`config.mk`:
```
export PLATFORM = sky130hd
export DESIGN_NAME = minimal_standard_lcg_stream_flat
export DESIGN_NICKNAME = d
export VERILOG_FILES = /design/src/sv/mslcg_pkg.sv /design/src/sv/mslcg_if.sv /design/src/sv/minimal_standard_lcg_stream.sv /design/src/flat_wrapper.sv
export SDC_FILE = /design/constraint.sdc
export NUM_CORES = 1
export LEC_CHECK = 0
export ABC_AREA = 1
export ABC_CLOCK_PERIOD_IN_PS = 12400
export BUFFER_PORTS_ARGS = -buffer_cell sky130_fd_sc_hd__buf_4
export CAP_MARGIN = 0
export CORE_MARGIN = 10
export CORE_UTILIZATION = 60
export DETAILED_ROUTE_END_ITERATION = 7
export PLACE_DENSITY_LB_ADDON = 0.15
export SYNTH_ARGS = -nofsm -noshare
export SYNTH_HDL_FRONTEND = slang
export SYNTH_SLANG_ARGS = --single-unit
```
`constraint.sdc`:
```
create_clock -name clk -period 12.4 [get_ports clk]
set_input_delay 0 -clock clk [delete_from_list [all_inputs] [get_ports clk]]
set_output_delay 0 -clock clk [all_outputs]
set_load 0.01 [all_outputs]
```
`src/sv/mslcg_pkg.sv`:
```
package mslcg_pkg;

	localparam int unsigned STATE_W    = 31;
	localparam int unsigned DIM_W      = 7;
	localparam int unsigned PATHS_W    = 16;
	localparam int unsigned CMD_W      = 2;
	localparam int unsigned JUMP_W     = PATHS_W + DIM_W;
	localparam int unsigned CFG_IDX_W  = 8;
	localparam int unsigned CFG_DATA_W = 31;
	localparam int unsigned CNT_W      = $clog2(STATE_W + 1);

	localparam int unsigned MAX_DIM_DEF = 64;

	localparam logic [STATE_W-1:0] LCG_MOD      = 31'h7FFF_FFFF;
	localparam logic [STATE_W-1:0] LCG_MUL      = 31'd16807;
	localparam int unsigned        LCG_MUL_BITS = 15;
	localparam logic [STATE_W-1:0] LCG_MUL_ALIGNED = LCG_MUL << (STATE_W - LCG_MUL_BITS);
	localparam logic [CNT_W-1:0]   MUL_CNT_STEP = CNT_W'(LCG_MUL_BITS);
	localparam logic [CNT_W-1:0]   MUL_CNT_FULL = CNT_W'(STATE_W);

	localparam logic [CMD_W-1:0] CMD_DRAW  = 2'd0;
	localparam logic [CMD_W-1:0] CMD_RESET = 2'd1;
	localparam logic [CMD_W-1:0] CMD_SKIP  = 2'd2;

	localparam logic [CFG_IDX_W-1:0] REG_SEED = 8'd0;
	localparam logic [CFG_IDX_W-1:0] REG_DIM  = 8'd1;

	typedef enum logic [2:0] {
		S_IDLE,
		S_STEP,
		S_EMIT,
		S_JCHK,
		S_JMUL,
		S_JSQR
	} state_t;

endpackage

```
`src/sv/mslcg_if.sv`:
```
interface mslcg_req_if;
	logic                         valid;
	logic                         ready;
	logic [mslcg_pkg::CMD_W-1:0]   cmd;
	logic [mslcg_pkg::PATHS_W-1:0] skip_paths;

	modport source (output valid, output cmd, output skip_paths, input ready);
	modport sink   (input valid, input cmd, input skip_paths, output ready);
endinterface

interface mslcg_rsp_if;
	logic                         valid;
	logic                         ready;
	logic [mslcg_pkg::STATE_W-1:0] sample;
	logic                         last;

	modport source (output valid, output sample, output last, input ready);
	modport sink   (input valid, input sample, input last, output ready);
endinterface

interface mslcg_cfg_if;
	logic                            valid;
	logic                            ready;
	logic [mslcg_pkg::CFG_IDX_W-1:0]  index;
	logic [mslcg_pkg::CFG_DATA_W-1:0] data;

	modport source (output valid, output index, output data, input ready);
	modport sink   (input valid, input index, input data, output ready);
endinterface

```
`src/sv/minimal_standard_lcg_stream.sv`:
```
// draw: each sample of the vector runs the 15 multiplier bits of 16807 through the serial unit
// and is then registered onto the output, where it is held while the receiver stalls
// skip: square and multiply over skip_paths*dimensionality, a square for each bit and a product
// for each set bit, on the one-bit-a-cycle modular multiplier (31 bits per square or product)
// seed reload and unused commands leave the block idle; configuration words take effect at once
// arst_n clears the sequencer; seed, dimensionality and state all come out of reset as one
module minimal_standard_lcg_stream #(
	parameter int unsigned MAX_DIM = mslcg_pkg::MAX_DIM_DEF
) (
	input  logic              clk,
	input  logic              arst_n,
	mslcg_cfg_if.sink         cfg,
	mslcg_req_if.sink         req,
	mslcg_rsp_if.source       rsp
);

	localparam int unsigned DCW = (MAX_DIM > 1) ? $clog2(MAX_DIM) : 1;

	mslcg_pkg::state_t state_q, state_d;

	logic [mslcg_pkg::STATE_W-1:0] seed_q;
	logic [mslcg_pkg::DIM_W-1:0]   dim_q;
	logic [mslcg_pkg::STATE_W-1:0] cur_q;
	logic [mslcg_pkg::STATE_W-1:0] base_q;
	logic [mslcg_pkg::JUMP_W-1:0]  jump_q;
	logic [DCW-1:0]                draw_cnt_q;

	logic [mslcg_pkg::STATE_W-1:0] mul_a_q, mul_b_q, mul_acc_q;
	logic [mslcg_pkg::CNT_W-1:0]   mul_cnt_q;

	logic                          out_valid_q;
	logic [mslcg_pkg::STATE_W-1:0] out_sample_q;
	logic                          out_last_q;

	logic                          req_fire, cfg_fire, mul_busy, emit_ok, is_last;
	logic [mslcg_pkg::DIM_W-1:0]   dim_eff;
	logic [mslcg_pkg::JUMP_W-1:0]  jump_len;

	logic [mslcg_pkg::STATE_W-1:0] mul_rot, mul_nxt;
	logic [mslcg_pkg::STATE_W:0]   mul_sum, mul_red;

	logic mul_load, mul_load_full, mul_a_base, cur_from_mul, base_from_mul, emit;
	logic skip_load, reseed;

	function automatic logic [mslcg_pkg::STATE_W-1:0] sanitize(
		input logic [mslcg_pkg::STATE_W-1:0] s
	);
		if (s == '0 || s == mslcg_pkg::LCG_MOD) begin
			return mslcg_pkg::STATE_W'(1);
		end
		return s;
	endfunction

	assign cfg.ready = 1'b1;
	assign req.ready = (state_q == mslcg_pkg::S_IDLE);
	assign cfg_fire  = cfg.valid && cfg.ready;
	assign req_fire  = req.valid && req.ready;

	assign rsp.valid  = out_valid_q;
	assign rsp.sample = out_sample_q;
	assign rsp.last   = out_last_q;

	always_comb begin
		if (dim_q == '0) begin
			dim_eff = mslcg_pkg::DIM_W'(1);
		end else if (dim_q > mslcg_pkg::DIM_W'(MAX_DIM)) begin
			dim_eff = mslcg_pkg::DIM_W'(MAX_DIM);
		end else begin
			dim_eff = dim_q;
		end
	end

	assign jump_len = mslcg_pkg::JUMP_W'(req.skip_paths) * mslcg_pkg::JUMP_W'(dim_eff);
	assign mul_busy = (mul_cnt_q != '0);
	assign emit_ok  = !out_valid_q || rsp.ready;
	assign is_last  = ((mslcg_pkg::DIM_W'(draw_cnt_q) + mslcg_pkg::DIM_W'(1)) == dim_eff);

	// one bit of the multiplier per cycle, doubling mod 2^31-1 is a rotate
	always_comb begin
		mul_rot = {mul_acc_q[mslcg_pkg::STATE_W-2:0], mul_acc_q[mslcg_pkg::STATE_W-1]};
		mul_sum = {1'b0, mul_rot} +
			(mul_b_q[mslcg_pkg::STATE_W-1] ? {1'b0, mul_a_q} : '0);
		mul_red = mul_sum - {1'b0, mslcg_pkg::LCG_MOD};
		mul_nxt = (mul_sum >= {1'b0, mslcg_pkg::LCG_MOD}) ?
			mul_red[mslcg_pkg::STATE_W-1:0] : mul_sum[mslcg_pkg::STATE_W-1:0];
	end

	always_comb begin
		state_d = state_q;
		case (state_q)
			mslcg_pkg::S_IDLE: begin
				if (req_fire) begin
					if (req.cmd == mslcg_pkg::CMD_DRAW) begin
						state_d = mslcg_pkg::S_STEP;
					end else if (req.cmd == mslcg_pkg::CMD_SKIP && jump_len != '0) begin
						state_d = mslcg_pkg::S_JCHK;
					end
				end
			end
			mslcg_pkg::S_STEP: begin
				if (!mul_busy) begin
					state_d = mslcg_pkg::S_EMIT;
				end
			end
			mslcg_pkg::S_EMIT: begin
				if (emit_ok) begin
					state_d = is_last ? mslcg_pkg::S_IDLE : mslcg_pkg::S_STEP;
				end
			end
			mslcg_pkg::S_JCHK: begin
				if (jump_q == '0) begin
					state_d = mslcg_pkg::S_IDLE;
				end else if (jump_q[0]) begin
					state_d = mslcg_pkg::S_JMUL;
				end else begin
					state_d = mslcg_pkg::S_JSQR;
				end
			end
			mslcg_pkg::S_JMUL: begin
				if (!mul_busy) begin
					state_d = mslcg_pkg::S_JSQR;
				end
			end
			mslcg_pkg::S_JSQR: begin
				if (!mul_busy) begin
					state_d = mslcg_pkg::S_JCHK;
				end
			end
			default: state_d = mslcg_pkg::S_IDLE;
		endcase
	end

	always_comb begin
		mul_load      = 1'b0;
		mul_load_full = 1'b0;
		mul_a_base    = 1'b0;
		cur_from_mul  = 1'b0;
		base_from_mul = 1'b0;
		emit          = 1'b0;
		skip_load     = 1'b0;
		reseed        = 1'b0;
		case (state_q)
			mslcg_pkg::S_IDLE: begin
				if (req_fire) begin
					case (req.cmd)
						mslcg_pkg::CMD_DRAW:  mul_load = 1'b1;
						mslcg_pkg::CMD_RESET: reseed = 1'b1;
						mslcg_pkg::CMD_SKIP:  skip_load = 1'b1;
						default: ;
					endcase
				end
			end
			mslcg_pkg::S_STEP: begin
				cur_from_mul = !mul_busy;
			end
			mslcg_pkg::S_EMIT: begin
				emit     = emit_ok;
				mul_load = emit_ok && !is_last;
			end
			mslcg_pkg::S_JCHK: begin
				mul_load      = (jump_q != '0);
				mul_load_full = 1'b1;
				mul_a_base    = !jump_q[0];
			end
			mslcg_pkg::S_JMUL: begin
				cur_from_mul  = !mul_busy;
				mul_load      = !mul_busy;
				mul_load_full = 1'b1;
				mul_a_base    = 1'b1;
			end
			mslcg_pkg::S_JSQR: begin
				base_from_mul = !mul_busy;
			end
			default: ;
		endcase
	end

	always_ff @(posedge clk or negedge arst_n) begin
		if (!arst_n) begin
			state_q     <= mslcg_pkg::S_IDLE;
			seed_q      <= mslcg_pkg::STATE_W'(1);
			dim_q       <= mslcg_pkg::DIM_W'(1);
			cur_q       <= mslcg_pkg::STATE_W'(1);
			jump_q      <= '0;
			draw_cnt_q  <= '0;
			mul_cnt_q   <= '0;
			out_valid_q <= 1'b0;
		end else begin
			state_q <= state_d;

			if (cfg_fire && cfg.index == mslcg_pkg::REG_SEED) begin
				seed_q <= cfg.data;
				cur_q  <= sanitize(cfg.data);
			end else if (cfg_fire && cfg.index == mslcg_pkg::REG_DIM) begin
				dim_q <= cfg.data[mslcg_pkg::DIM_W-1:0];
				cur_q <= sanitize(seed_q);
			end else if (reseed) begin
				cur_q <= sanitize(seed_q);
			end else if (cur_from_mul) begin
				cur_q <= mul_acc_q;
			end

			if (skip_load) begin
				jump_q <= jump_len;
			end else if (base_from_mul) begin
				jump_q <= jump_q >> 1;
			end

			if (mul_load) begin
				mul_cnt_q <= mul_load_full ? mslcg_pkg::MUL_CNT_FULL : mslcg_pkg::MUL_CNT_STEP;
			end else if (mul_busy) begin
				mul_cnt_q <= mul_cnt_q - mslcg_pkg::CNT_W'(1);
			end

			if (emit) begin
				draw_cnt_q <= is_last ? '0 : draw_cnt_q + DCW'(1);
			end

			if (emit) begin
				out_valid_q <= 1'b1;
			end else if (rsp.ready) begin
				out_valid_q <= 1'b0;
			end
		end
	end

	always_ff @(posedge clk) begin
		if (skip_load) begin
			base_q <= mslcg_pkg::LCG_MUL;
		end else if (base_from_mul) begin
			base_q <= mul_acc_q;
		end

		if (mul_load) begin
			mul_acc_q <= '0;
			mul_a_q   <= mul_a_base ? base_q : (cur_from_mul ? mul_acc_q : cur_q);
			mul_b_q   <= mul_load_full ? base_q : mslcg_pkg::LCG_MUL_ALIGNED;
		end else if (mul_busy) begin
			mul_acc_q <= mul_nxt;
			mul_b_q   <= mul_b_q << 1;
		end

		if (emit) begin
			out_sample_q <= cur_q;
			out_last_q   <= is_last;
		end
	end

endmodule

```
`src/flat_wrapper.sv`:
```
// flat-port wrapper written by rule: the top's interface ports become plain ports
module minimal_standard_lcg_stream_flat 
#(
	parameter int unsigned MAX_DIM = mslcg_pkg::MAX_DIM_DEF
)
  (clk, arst_n, cfg_valid, cfg_index, cfg_data, cfg_ready, req_valid, req_cmd, req_skip_paths, req_ready, rsp_valid, rsp_sample, rsp_last, rsp_ready);
  mslcg_cfg_if cfg_i ();
  mslcg_req_if req_i ();
  mslcg_rsp_if rsp_i ();
  input  logic clk;
  input  logic arst_n;
  input wire logic [$bits(cfg_i.valid)-1:0] cfg_valid;
  input wire logic [$bits(cfg_i.index)-1:0] cfg_index;
  input wire logic [$bits(cfg_i.data)-1:0] cfg_data;
  output wire logic [$bits(cfg_i.ready)-1:0] cfg_ready;
  input wire logic [$bits(req_i.valid)-1:0] req_valid;
  input wire logic [$bits(req_i.cmd)-1:0] req_cmd;
  input wire logic [$bits(req_i.skip_paths)-1:0] req_skip_paths;
  output wire logic [$bits(req_i.ready)-1:0] req_ready;
  output wire logic [$bits(rsp_i.valid)-1:0] rsp_valid;
  output wire logic [$bits(rsp_i.sample)-1:0] rsp_sample;
  output wire logic [$bits(rsp_i.last)-1:0] rsp_last;
  input wire logic [$bits(rsp_i.ready)-1:0] rsp_ready;
  assign cfg_i.valid = cfg_valid;
  assign cfg_i.index = cfg_index;
  assign cfg_i.data = cfg_data;
  assign cfg_ready = cfg_i.ready;
  assign req_i.valid = req_valid;
  assign req_i.cmd = req_cmd;
  assign req_i.skip_paths = req_skip_paths;
  assign req_ready = req_i.ready;
  assign rsp_valid = rsp_i.valid;
  assign rsp_sample = rsp_i.sample;
  assign rsp_last = rsp_i.last;
  assign rsp_i.ready = rsp_ready;
  minimal_standard_lcg_stream #(.MAX_DIM(MAX_DIM)) u_core (.clk(clk), .arst_n(arst_n), .cfg(cfg_i), .req(req_i), .rsp(rsp_i));
endmodule
```
==> results by group, run 1 <==
Timing
  – Final period util: 0.663
  – Max Clk Rate: 122 MHz
  – Setup Skew: 0.00930 ns
  – Slew headroom: 0.202
  – Max-slew violations: 0
  – Final Critical Period: 8.22 ns
  – Hold Vio Cnt, Final: 0
  – RSZ-0062 raised after global routing: no
  – Final setup violation count: 0
  – Worst-Margin Slew: 1.19 ns
  – TNS Setup: 0 ns
  – Final worst slack: 4.18 ns

Clock tree
  – TritonCTS clock tree: yes
  – Post_cts resized: 0
  – Deepest clock path buffer count: 3
  – Clk slew on worst S/H paths: 0.06 ns
  – H-tree depth: 1
  – Clk Tree Root Cell: clkbuf_16
  – Later-pin clock latency in the skew report: 0.56 ns
  – Clock Sinks: 263
  – Total CTS buffers: 26

Logic synthesis
  – Mapped Nets: 2,913
  – Flops & latches, synth: 263
  – Synth unique cells: 51
  – Yosys warnings: 0
  – Syn Area/Cell: 7.11 um2
  – Seq/Total Area, Yosys: 0.351
  – Post-Syn Instances: 2,706
  – Post-Syn Area: 19,200 um2

Power and ir drop
  – Power per Cell Area: 222 nW/um2
  – Sequential fraction of design power: 0.296
  – Worst-case vdd ir drop: 0.137 mV
  – Comb pwr share: 0.532
  – Internal power: 2510 uW
  – Pleak: 0.0111 uW
  – Net switching power: 2280 uW
  – Clock power share: 0.172
  – Switch share: 0.476

Route
  – WL met1: 26.9 mm
  – Initial drt markers: 2,084
  – DRT Wirelength: 60.9 mm
  – Vias per cell: 5.73
  – ANT nets after route: 0
  – Router iterations before antenna repair: 7
  – Residual DRC count: 0
  – Met3 WL post-DR: 6.67 mm
  – Via count: 18,500
  – Metal2 WL: 25.8 mm
  – Routed length per instance: 18.8 um
  – Max layer used: met4

GRT
  – Total grt overflow: 0
  – First-pass GRT wire length: 96.4 mm
  – Initial antenna violation count: 0
  – Largest net degree at the start of global routing: 71
  – Number of global-route vias before repair: 17,800
  – Total global-route track usage: 0.309

Floorplanning
  – I/O pin count: 97
  – Die height: 199 um
  – Die span in x: 199 um
  – Row count: 65
  – Core Box Area: 31,600 um2
  – Initial core utilization: 0.610
  – Die Area: 39,600 um2

Worst setup path
  – CP Depth: 30
  – Critical Path Sink Type: flip-flop
  – Slowest cell on crit path: dfrtp_1
  – Reg2Reg Depth: 30
  – CP Data Required Time: 12.84 ns
  – Slowest stage delay, CP: 0.84 ns
  – Critical Path Start Type: flip-flop
  – Crit Path Class: flip-flop to flip-flop
  – Worst path arrival time: 8.66 ns
  – Buffers & Inverters on Critical Path: 9
  – Kind of cell adding the most delay to the critical path: buffers and inverters
  – Worst-path maximum fanout: 20
  – Most frequent CP cell: nand2_1

Run
  – Total of max-cap violations: 0

Finish
  – Area Growth Syn to Fin: 12.2%
  – Nets@finish: 3,017
  – Ant diodes: 0
  – Fraction of layout cells with a size suffix above 1: 0.0792

Place
  – Port bufs: 95
  – Post-Place Worst Slack: 6.07 ns
  – RePlAce Congestion: 0.990
  – DP HPWL: 46.7 mm

Worst hold path
  – Hold Crit Class: input pin to flip-flop
  – Hold path cells: 5

Outcome
  – Run status: completed
power groups by stage:
stage	clock, uW	combinational, uW	sequential (uW)
after global routing	860	2850	1440
after CTS	828	2490	1410
final	825	2550	1420
after global placement	0	2390	1410
after detailed placement	0	2430	1420
after floorplan	0	1740	1370
per-layer routing:
layer,vias up,track usage
li1,8818,-
met1,8718,0.441
met2,892,0.454
met3,89,0.0848
met4,0,0.0752
met5,-,0
worst paths after layout:
check,to,slack [ns],from
min in group asynchronous,u_core.cur_q[21],0.10,arst_n
max reg2reg,u_core.state_q[0],4.18,u_core.dim_q[6]
max in group asynchronous,u_core.draw_cnt_q[3],11.04,arst_n
max,u_core.state_q[0],4.18,u_core.dim_q[6]
min,u_core.jump_q[0],0.05,req_skip_paths[0]
min reg2reg,u_core.rsp.sample[17],0.44,u_core.cur_q[17]
layout make-up:
class / count / area (um2)
multi-input combinational: 1890 / 10400
inverter: 472 / 1770
clock inverter: 14 / 178
tap: 402 / 503
timing repair buffer: 157 / 1290
clock buffer: 34 / 721
sequential: 263 / 6750
fill: 2653 / 9970
cells in the final DEF (no fill, tap or decap), types with 6 or more instances in the layout:
master	instances
a21oi_1	94
a22oi_1	19
buf_4	111
clkbuf_16	26
clkinv_2	6
dfrtp_1	104
dfxtp_1	62
dlygate4sd3_1	46
edfxtp_1	94
fa_1	70
ha_1	75
inv_1	454
inv_2	15
nand2_1	769
nand2_2	21
nand3_1	187
nand4_1	48
nor2_1	221
nor2_2	18
nor3_1	16
nor4_1	21
o211ai_1	7
o21ai_0	212
o21ai_1	18
o221ai_1	6
o22a_1	6
xnor2_1	6
xor2_1	32
state kept, by name (all words and copies together), names as in the netlist:
name               flops
u_core.mul_a_q        31
u_core.rsp.sample     31
u_core.mul_acc_q      31
u_core.dim_q           7
u_core.seed_q         31
u_core.mul_cnt_q       5
u_core.rsp.last        1
u_core.mul_b_q        31
u_core.cur_q          31
u_core.jump_q         23
u_core.draw_cnt_q      6
u_core.base_q         31
u_core.rsp.valid       1
u_core.state_q         3
cells in the mapped netlist (all sizes together):
cell type | instances | area share
mux2i | 1 | 0.00052
nand2 | 791 | 0.16
nor2 | 241 | 0.050
dfstp | 3 | 0.0041
xnor2 | 6 | 0.0027
or4 | 2 | 0.00078
xor2 | 32 | 0.015
or2 | 2 | 0.00065
a21boi | 1 | 0.00039
buf | 25 | 0.0080
o22a | 6 | 0.0027
and2 | 2 | 0.00065
nand3 | 193 | 0.052
o211ai | 7 | 0.0027
nand3b | 5 | 0.0020
dfxtp | 62 | 0.065
o221ai | 6 | 0.0027
o21bai | 4 | 0.0016
o21a | 1 | 0.00039
conb | 1 | 0.00019
nor3 | 16 | 0.0042
a21o | 5 | 0.0020
a22oi | 19 | 0.0074
a211oi | 1 | 0.00039
inv | 469 | 0.092
and3 | 3 | 0.00098
nand4 | 48 | 0.016
nor4 | 21 | 0.0068
a31oi | 1 | 0.00033
dfrtp | 104 | 0.14
o21ai | 231 | 0.061
edfxtp | 94 | 0.15
o31ai | 1 | 0.00039
clkbuf | 56 | 0.011
a21oi | 95 | 0.025
o22ai | 3 | 0.00098
fa | 70 | 0.073
clkinv | 3 | 0.00059
ha | 75 | 0.049
cells by family after synthesis:
group	synth area share
AO/OA/AOI/OAI	0.107
buffers and inverters	0.111
AND/OR/NAND/NOR	0.291
flip-flops	0.351
XOR/XNOR	0.0173
other	0.000195
adder cells (fa/ha/maj)	0.122
multiplexers	0.000520
through the flow:
step | hold slack (ns) | power [uW] | instances | util | instance area, um2
floorplan | -0.296 | 3110 | 2706 | - | 19200
finish | 0.0506 | 4800 | 3232 | 0.684 | 21600
global placement | 0.0143 | 3800 | 3138 | 0.641 | 20200
global route | 0.0993 | 5160 | 3232 | 0.684 | 21600
detailed placement | 0.0187 | 3850 | 3138 | 0.641 | 20200
CTS | 0.0136 | 4720 | 3232 | 0.684 | 21600
what timing repair did:
action | CTS | global route
setup endpoints to repair | 0 | 0
buffers inserted | 0 | 0
hold endpoints to repair | 115 | 0
hold buffers | 46 | 0
worst register-to-register path: cells and delay by family (launching register included):
| kind | cells | cell delay [ns] |
|---|---|---|
| AO/OA/AOI/OAI | 2 | 0.53 |
| adder cells (fa/ha/maj) | 5 | 2.40 |
| buffers and inverters | 9 | 2.49 |
| flip-flops | 1 | 0.84 |
| AND/OR/NAND/NOR | 14 | 1.87 |
No activity file was read; power rests on OpenSTA's default activity.
==> inputs of run 2 (changes only) <==
ABC_CLOCK_PERIOD_IN_PS = 6700   (was 12400)
CORE_UTILIZATION = 57   (was 60)
clock period = 6.7 ns   (was 12.4 ns; I/O delays follow)
==> run 2 against run 1 <==
Compared with the run above:
- worst setup slack lost 3.7 ns
- global-route usage shrank 1.4 points
- die area is 4.7% higher
- worst hold slack got worse by 0.028 ns
- critical endpoint unchanged
- largest power group unchanged
==> results by group, run 2 (same netlist as run 1, synthesis figures left out) <==
Outcome
  – Run status: completed (unchanged)

Route
  – ANT nets after route: 0 (unchanged)
  – Vias per cell: 5.60 (was 5.73)
  – Via count: 18,400 (was 18,500)
  – Routed length per instance: 18.7 um (was 18.8 um)
  – DRT Wirelength: 61.4 mm (was 60.9 mm)
  – Router iterations before antenna repair: 6 (was 7)
  – Initial drt markers: 1,686 (was 2,084)
  – Residual DRC count: 0 (unchanged)

Timing
  – Max-slew violations: 0 (unchanged)
  – Slew headroom: 0.215 (was 0.202)
  – Worst-Margin Slew: 1.18 ns (was 1.19 ns)
  – TNS Setup: 0 ns (unchanged)
  – RSZ-0062 raised after global routing: no (unchanged)
  – Fin Hold WS: 0.0229 ns (was 0.0506 ns)
  – Setup Skew: 0.0164 ns (was 0.00930 ns)
  – Hold Vio Cnt, Final: 0 (unchanged)
  – Final Critical Period: 6.27 ns (was 8.22 ns)
  – Final setup violation count: 0 (unchanged)
  – Final period util: 0.936 (was 0.663)
  – Max Clk Rate: 160 MHz (was 122 MHz)

Power and ir drop
  – Worst-case vdd ir drop: 0.249 mV (was 0.137 mV)
  – Power per Cell Area: 412 nW/um2 (was 222 nW/um2)
  – Pleak: 0.0111 uW (about the same)

Clock tree
  – H-tree depth: 1 (unchanged)
  – Deepest clock path buffer count: 3 (unchanged)
  – TritonCTS clock tree: yes (unchanged)
  – Clock Sinks: 263 (unchanged)
  – Clk slew on worst S/H paths: 0.07 ns (was 0.06 ns)
  – Post-CTS Setup Inserts: 0 (unchanged)
  – Later-pin clock latency in the skew report: 0.58 ns (was 0.56 ns)
  – Clk Tree Root Cell: clkbuf_16 (unchanged)
  – Total CTS buffers: 28 (was 26)

Place
  – Port bufs: 95 (unchanged)
  – DP HPWL: 47.8 mm (was 46.7 mm)
  – RePlAce Congestion: 1.00 (was 0.990)

GRT
  – Total global-route track usage: 0.295 (was 0.309)
  – First-pass GRT wire length: 97.3 mm (was 96.4 mm)
  – Total grt overflow: 0 (unchanged)
  – Initial antenna violation count: 2 (was 0)
  – Largest net degree at the start of global routing: 69 (was 71)
  – Number of global-route vias before repair: 17,800 (about the same)

Worst hold path
  – Hold path cells: 5 (unchanged)
  – Hold Crit Class: input pin to flip-flop (unchanged)
  – Hold EP: u_core.seed_q[0] (was u_core.jump_q[0])
  – Beginning of the worst hold path: cfg_valid (was req_skip_paths[0])

Finish
  – Multi-input gate area: 10,400 um2 (about the same)
  – Most frequent cells in the layout: nand2_1, inv_1, nor2_1 (unchanged)
  – Commonest non-fill, non-tap cell in the layout: nand2_1 (unchanged)
  – Nets@finish: 3,012 (was 3,017)
  – Register Area: 6750 um2 (unchanged)
  – Fraction of layout cells with a size suffix above 1: 0.0831 (was 0.0792)
  – Fillcell total: 2,983 (was 2,653)
  – Area Growth Syn to Fin: 12.5% (was 12.2%)

Floorplanning
  – Initial core utilization: 0.575 (was 0.610)
  – Die span in x: 204 um (was 199 um)
  – Die Area: 41,500 um2 (was 39,600 um2)
  – Core Box Area: 33,400 um2 (was 31,600 um2)
  – Row count: 67 (was 65)
  – Die height: 204 um (was 199 um)
  – I/O pin count: 97 (unchanged)

Worst setup path
  – Critical Path Start Type: flip-flop (unchanged)
  – Critical Path Sink Type: flip-flop (unchanged)
  – Worst-path maximum fanout: 15 (was 20)
  – Worst path arrival time: 6.78 ns (was 8.66 ns)
  – Slowest cell on crit path: dlygate4sd3_1 (was dfrtp_1)
  – Crit Path Class: flip-flop to flip-flop (unchanged)
  – Most frequent CP cell: nand2_1 (unchanged)
  – Reg2Reg Depth: 29 (was 30)
  – CP Data Required Time: 7.21 ns (was 12.84 ns)
  – Slowest stage delay, CP: 0.57 ns (was 0.84 ns)
  – Worst reg2reg endpoint: u_core.state_q[0] (unchanged)
  – Reg-to-reg startpoint: u_core.dim_q[3] (was u_core.dim_q[6])
  – Worst reg-to-reg setup slack: 0.43 ns (was 4.18 ns)

Run
  – Total of max-cap violations: 0 (unchanged)
run 2: cell types whose count changed in the layout (fill, tap and decap cells not counted), moves of 2 or more:
cell and change:
bufinv_16 -2, clkbuf_16 +2, clkbuf_8 +4, clkinv_2 -2
clkinvlp_4 -2, dlygate4sd3_1 -8, inv_6 +3, nand2_1 -4
nand2_2 +3, o21ai_1 -2, o21ai_2 +2
run 2: through the flow:
stage	instance area, um2	instances	power (uW)	setup slack [ns]	utilization
finish	21600	3276	8920	0.432	0.647
global placement	20300	3185	7070	1.04	0.607
floorplan	19200	2706	5760	1.64	-
global route	21600	3276	9580	0.0495	0.647
CTS	21600	3275	8790	0.260	0.646
detailed placement	20300	3185	7160	0.830	0.607
run 2: metal layers:
metal,global-route usage,up-vias,share of wire
li1,-,8840,-
met2,0.431,836,0.42
met4,0.0719,4,0.022
met5,0.0107,-,0.0010
met1,0.420,8596,0.45
met3,0.0850,84,0.11
run 2: worst max-delay path by stage:
stage / startpoint / end / slack, ns
floorplan: u_core.dim_q[0] / u_core.state_q[0] / 1.64
global placement: u_core.dim_q[3] / u_core.state_q[0] / 1.04
detailed placement: u_core.dim_q[3] / u_core.state_q[0] / 0.83
CTS: u_core.dim_q[3] / u_core.state_q[0] / 0.26
global route: u_core.dim_q[3] / u_core.state_q[0] / 0.05
finish: u_core.dim_q[3] / u_core.state_q[0] / 0.43
run 2: where the power goes:
part / switching, uW / internal (uW) / total (uW)
clock network: 669 / 903 / 1570
registers: 314 / 2320 / 2640
logic: 3270 / 1440 / 4700
run 2: critical path, delay by kind of cell, from the launching register on:
family                   cells  cell delay (ns)
buffers and inverters        5             0.88
XOR/XNOR                     1             0.27
adder cells (fa/ha/maj)      5             2.47
AO/OA/AOI/OAI                4             0.62
AND/OR/NAND/NOR             14             1.53
flip-flops                   1             0.43
run 2: what timing repair did:
| item | in CTS | in global routing |
|---|---|---|
| hold endpoints to repair | 115 | 0 |
| resized for setup | 0 | 7 |
| endpoints found under the setup margin | 0 | 2 |
| hold buffers | 38 | 0 |
run 2: cell type report:
cell class | count | area share
antenna | 1 | 0.000116
clock buffer | 41 | 0.0383
clock inverter | 11 | 0.00526
inverter | 472 | 0.0819
multi-input combinational | 1890 | 0.480
sequential | 263 | 0.312
tap | 448 | 0.0259
timing repair buffer | 150 | 0.0564
==> inputs of run 3 (changes only) <==
ABC_AREA = not set   (was 1)
==> run 3 against run 2 <==
Compared with the run above:
- sequential power grew 5%
- count of clock-buffer cells in the layout is 9 lower
- sequential share of layout area increased by 2.6 points
- cell count fell by 27%
- critical path type unchanged
- clock power increased by 7%
- synthesized area down 8.8%
- critical endpoint unchanged
- first-iteration DRC count down 2.7%
- clock skew is 0.0090 ns higher
- critical path depth is 8 lower
- worst setup slack gained 0.13 ns
- cell area down 7.6%
==> results by group, run 3 <==
Place
  – Port bufs: 95 (unchanged)
  – DP HPWL: 34.9 mm (was 47.8 mm)
  – Placed insts: 2,308 (was 3,185)
  – RePlAce Congestion: 0.919 (was 1.00)
  – Post-Place Worst Slack: 0.457 ns (was 0.830 ns)

Worst setup path
  – Worst path arrival time: 6.55 ns (was 6.78 ns)
  – Critical Path Start Type: flip-flop (unchanged)
  – Critical Path Sink Type: flip-flop (unchanged)
  – Crit Path Class: flip-flop to flip-flop (unchanged)
  – CP Data Required Time: 7.11 ns (was 7.21 ns)
  – Slowest cell on crit path: fa_1 (was dlygate4sd3_1)
  – Crit-path cells: buf_4 > nor2b_2 > buf_4 > and2_1 > fa_1 > fa_1 > fa_1 > inv_1 > fa_1 > inv_1 > ha_1 > a2111oi_0 > o21ai_0 > a31oi_1 > o21bai_1 > xnor2_1 > nand2_1 > nor4b_1 > nand4_1 > o41ai_1 > a21oi_1
  – Most frequent CP cell: fa_1 (was nand2_1)
  – Slowest stage delay, CP: 0.52 ns (was 0.57 ns)
  – Worst-path maximum fanout: 10 (was 15)

Finish
  – Final core occ: 0.655 (was 0.647)
  – Multi-input gate area: 10,100 um2 (was 10,400 um2)
  – Fin cells: 2,397 (was 3,276)
  – Register Area: 6750 um2 (unchanged)
  – Fraction of layout cells with a size suffix above 1: 0.118 (was 0.0831)
  – Nets@finish: 2,186 (was 3,012)
  – Area Growth Syn to Fin: 14.0% (was 12.5%)
  – Commonest non-fill, non-tap cell in the layout: nand2_1 (unchanged)
  – Fillcell total: 2,477 (was 2,983)
  – Ant diodes: 0 (was 1)
  – Most frequent cells in the layout: nand2_1, a21oi_1, nor2_1 (was nand2_1, inv_1, nor2_1)

Logic synthesis
  – Seq/Total Area, Yosys: 0.385 (was 0.351)
  – Ys async rst share: 0.407 (unchanged)
  – Post-Syn Area: 17,500 um2 (was 19,200 um2)
  – Synth top area cells: edfxtp_1, dfrtp_1, fa_1 (was nand2_1, edfxtp_1, dfrtp_1)
  – Most common cell in the netlist: nand2_1 (unchanged)
  – Main flop type after synthesis: dfrtp_1 (unchanged)
  – Synth top area share: 0.161 (was 0.150)
  – Syn Area/Cell: 9.29 um2 (was 7.11 um2)
  – Flops & latches, synth: 263 (unchanged)
  – Top cells by count, synth: nand2_1, a21oi_1, nor2_1, and2_1, dfrtp_1 (was nand2_1, inv_1, nor2_1, o21ai_0, nand3_1)
  – Synth unique cells: 81 (was 51)
  – Yosys top cell by area: edfxtp_1 (was nand2_1)
  – Post-Syn Instances: 1,887 (was 2,706)
  – Yosys warnings: 0 (unchanged)
  – Mapped Nets: 2,094 (was 2,913)
  – EDFF count, synth: 94 (unchanged)

Clock tree
  – TritonCTS clock tree: yes (unchanged)
  – H-tree depth: 1 (unchanged)
  – Clk Tree Root Cell: clkbuf_16 (unchanged)
  – Clock Sinks: 263 (unchanged)
  – Total CTS buffers: 28 (unchanged)
  – Deepest clock path buffer count: 3 (unchanged)
  – Clk slew on worst S/H paths: 0.06 ns (was 0.07 ns)
  – Post-CTS Setup Inserts: 0 (unchanged)
  – Later-pin clock latency in the skew report: 0.57 ns (was 0.58 ns)

Route
  – DRT Wirelength: 47.7 mm (was 61.4 mm)
  – Via count: 14,600 (was 18,400)
  – Residual DRC count: 0 (unchanged)
  – ANT nets after route: 0 (unchanged)
  – Router iterations before antenna repair: 5 (was 6)
  – Initial drt markers: 1,641 (was 1,686)
  – Routed length per instance: 19.9 um (was 18.7 um)
  – Vias per cell: 6.08 (was 5.60)

Timing
  – Hold Vio Cnt, Final: 0 (unchanged)
  – Final Critical Period: 6.14 ns (was 6.27 ns)
  – Slew headroom: 0.176 (was 0.215)
  – Max Clk Rate: 163 MHz (was 160 MHz)
  – TNS Setup: 0 ns (unchanged)
  – RSZ-0062 raised after global routing: no (unchanged)
  – Worst-Margin Slew: 1.24 ns (was 1.18 ns)
  – Max-slew violations: 0 (unchanged)
  – Fin Hold WS: 0.0161 ns (was 0.0229 ns)
  – Final worst slack: 0.561 ns (was 0.432 ns)
  – Final setup violation count: 0 (unchanged)
  – Setup Skew: 0.0254 ns (was 0.0164 ns)
  – Final period util: 0.916 (was 0.936)

Power and ir drop
  – Pleak: 0.00870 uW (was 0.0111 uW)
  – Worst-case vdd ir drop: 0.256 mV (was 0.249 mV)
  – Power per Cell Area: 408 nW/um2 (was 412 nW/um2)

Floorplanning
  – Die span in x: 195 um (was 204 um)
  – Core Box Area: 30,500 um2 (was 33,400 um2)
  – I/O pin count: 97 (unchanged)
  – Initial core utilization: 0.575 (about the same)
  – Row count: 64 (was 67)
  – Die height: 195 um (was 204 um)
  – Die Area: 38,200 um2 (was 41,500 um2)

Outcome
  – Run status: completed (unchanged)

GRT
  – Largest net degree at the start of global routing: 64 (was 69)
  – Number of global-route vias before repair: 14,000 (was 17,800)
  – Total global-route track usage: 0.243 (was 0.295)
  – Initial antenna violation count: 0 (was 2)
  – Total grt overflow: 0 (unchanged)
  – First-pass GRT wire length: 77.1 mm (was 97.3 mm)

Run
  – Total of max-cap violations: 0 (unchanged)

Worst hold path
  – Hold Crit Class: input pin to flip-flop (unchanged)
-- run 3: changes by cell type after synthesis, sizes merged, moves of 38 or more --
cell   change
inv      -378
mux2      +38
nor2     -115
nand2    -550
xnor2     +46
and2     +113
o21ai    -139
a21oi     +84
mux2i     +39
nand3    -156
-- run 3: worst paths after layout --
kind	cells past startpoint	start	endpoint	slack [ns]
worst min register to register	0	u_core.cur_q[23]	u_core.rsp.sample[23]	0.45
worst min-delay path	4	req_valid	u_core.base_q[5]	0.02
max in group asynchronous	3	arst_n	u_core.cur_q[13]	5.50
min in group asynchronous	2	arst_n	u_core.draw_cnt_q[5]	0.04
worst max register to register	21	u_core.dim_q[6]	u_core.state_q[0]	0.56
worst max-delay path	21	u_core.dim_q[6]	u_core.state_q[0]	0.56
-- run 3: kinds of logic after synthesis --
logic type                 synth area share
muxes                                0.0472
xor gates and xnor gates             0.0384
adders and majority gates             0.133
AOI/OAI and AO/OA                     0.158
buffers and inverters                0.0415
DFF                                   0.385
and+or+nand+nor                       0.197
other                              0.000214
-- run 3: stage by stage --
| stage | power [uW] | instance area [um2] |
|---|---|---|
| 6_report | 8150 | 20000 |
| 5_1_grt | 8680 | 20000 |
| 4_1_cts | 8080 | 20000 |
| 3_5_place_dp | 6350 | 18600 |
| 3_3_place_gp | 6290 | 18600 |
| 2_1_floorplan | 5310 | 17500 |
-- run 3: area by class of cell --
cell class | count | area share
multi-input combinational | 1437 | 0.507
clock buffer | 32 | 0.0358
clock inverter | 20 | 0.0143
tap | 396 | 0.0248
timing repair buffer | 158 | 0.0640
sequential | 263 | 0.337
inverter | 91 | 0.0171
-- run 3: critical path: cells and delay by family, from the launching register on --
kind,cells,cell delay [ns]
AO/OA/AOI/OAI,6,1.53
flip-flops,1,0.48
XOR/XNOR,1,0.24
adder cells (fa/ha/maj),5,2.29
buffers and inverters,4,0.52
AND/OR/NAND/NOR,5,0.92
-- run 3: power by group --
group / leakage (uW) / total [uW] / switching [uW] / internal [uW]
logic: 0.00539 / 3700 / 2250 / 1450
clock network: 0.000474 / 1680 / 673 / 1010
registers: 0.00283 / 2770 / 487 / 2290
total: 0.00870 / 8150 / 3410 / 4740
-- run 3: metal layers --
metal / GRT usage / wire [um]
met2: 0.346 / 20200
met4: 0.0486 / 820
met3: 0.0351 / 3990
met1: 0.380 / 22700
met5: 0 / 0
-- run 3: what timing repair did --
| item | CTS | global route |
|---|---|---|
| endpoints found under the hold margin | 126 | 0 |
| resized for setup | 0 | 2 |
| hold buffers | 37 | 0 |
| endpoints found under the setup margin | 0 | 2 |
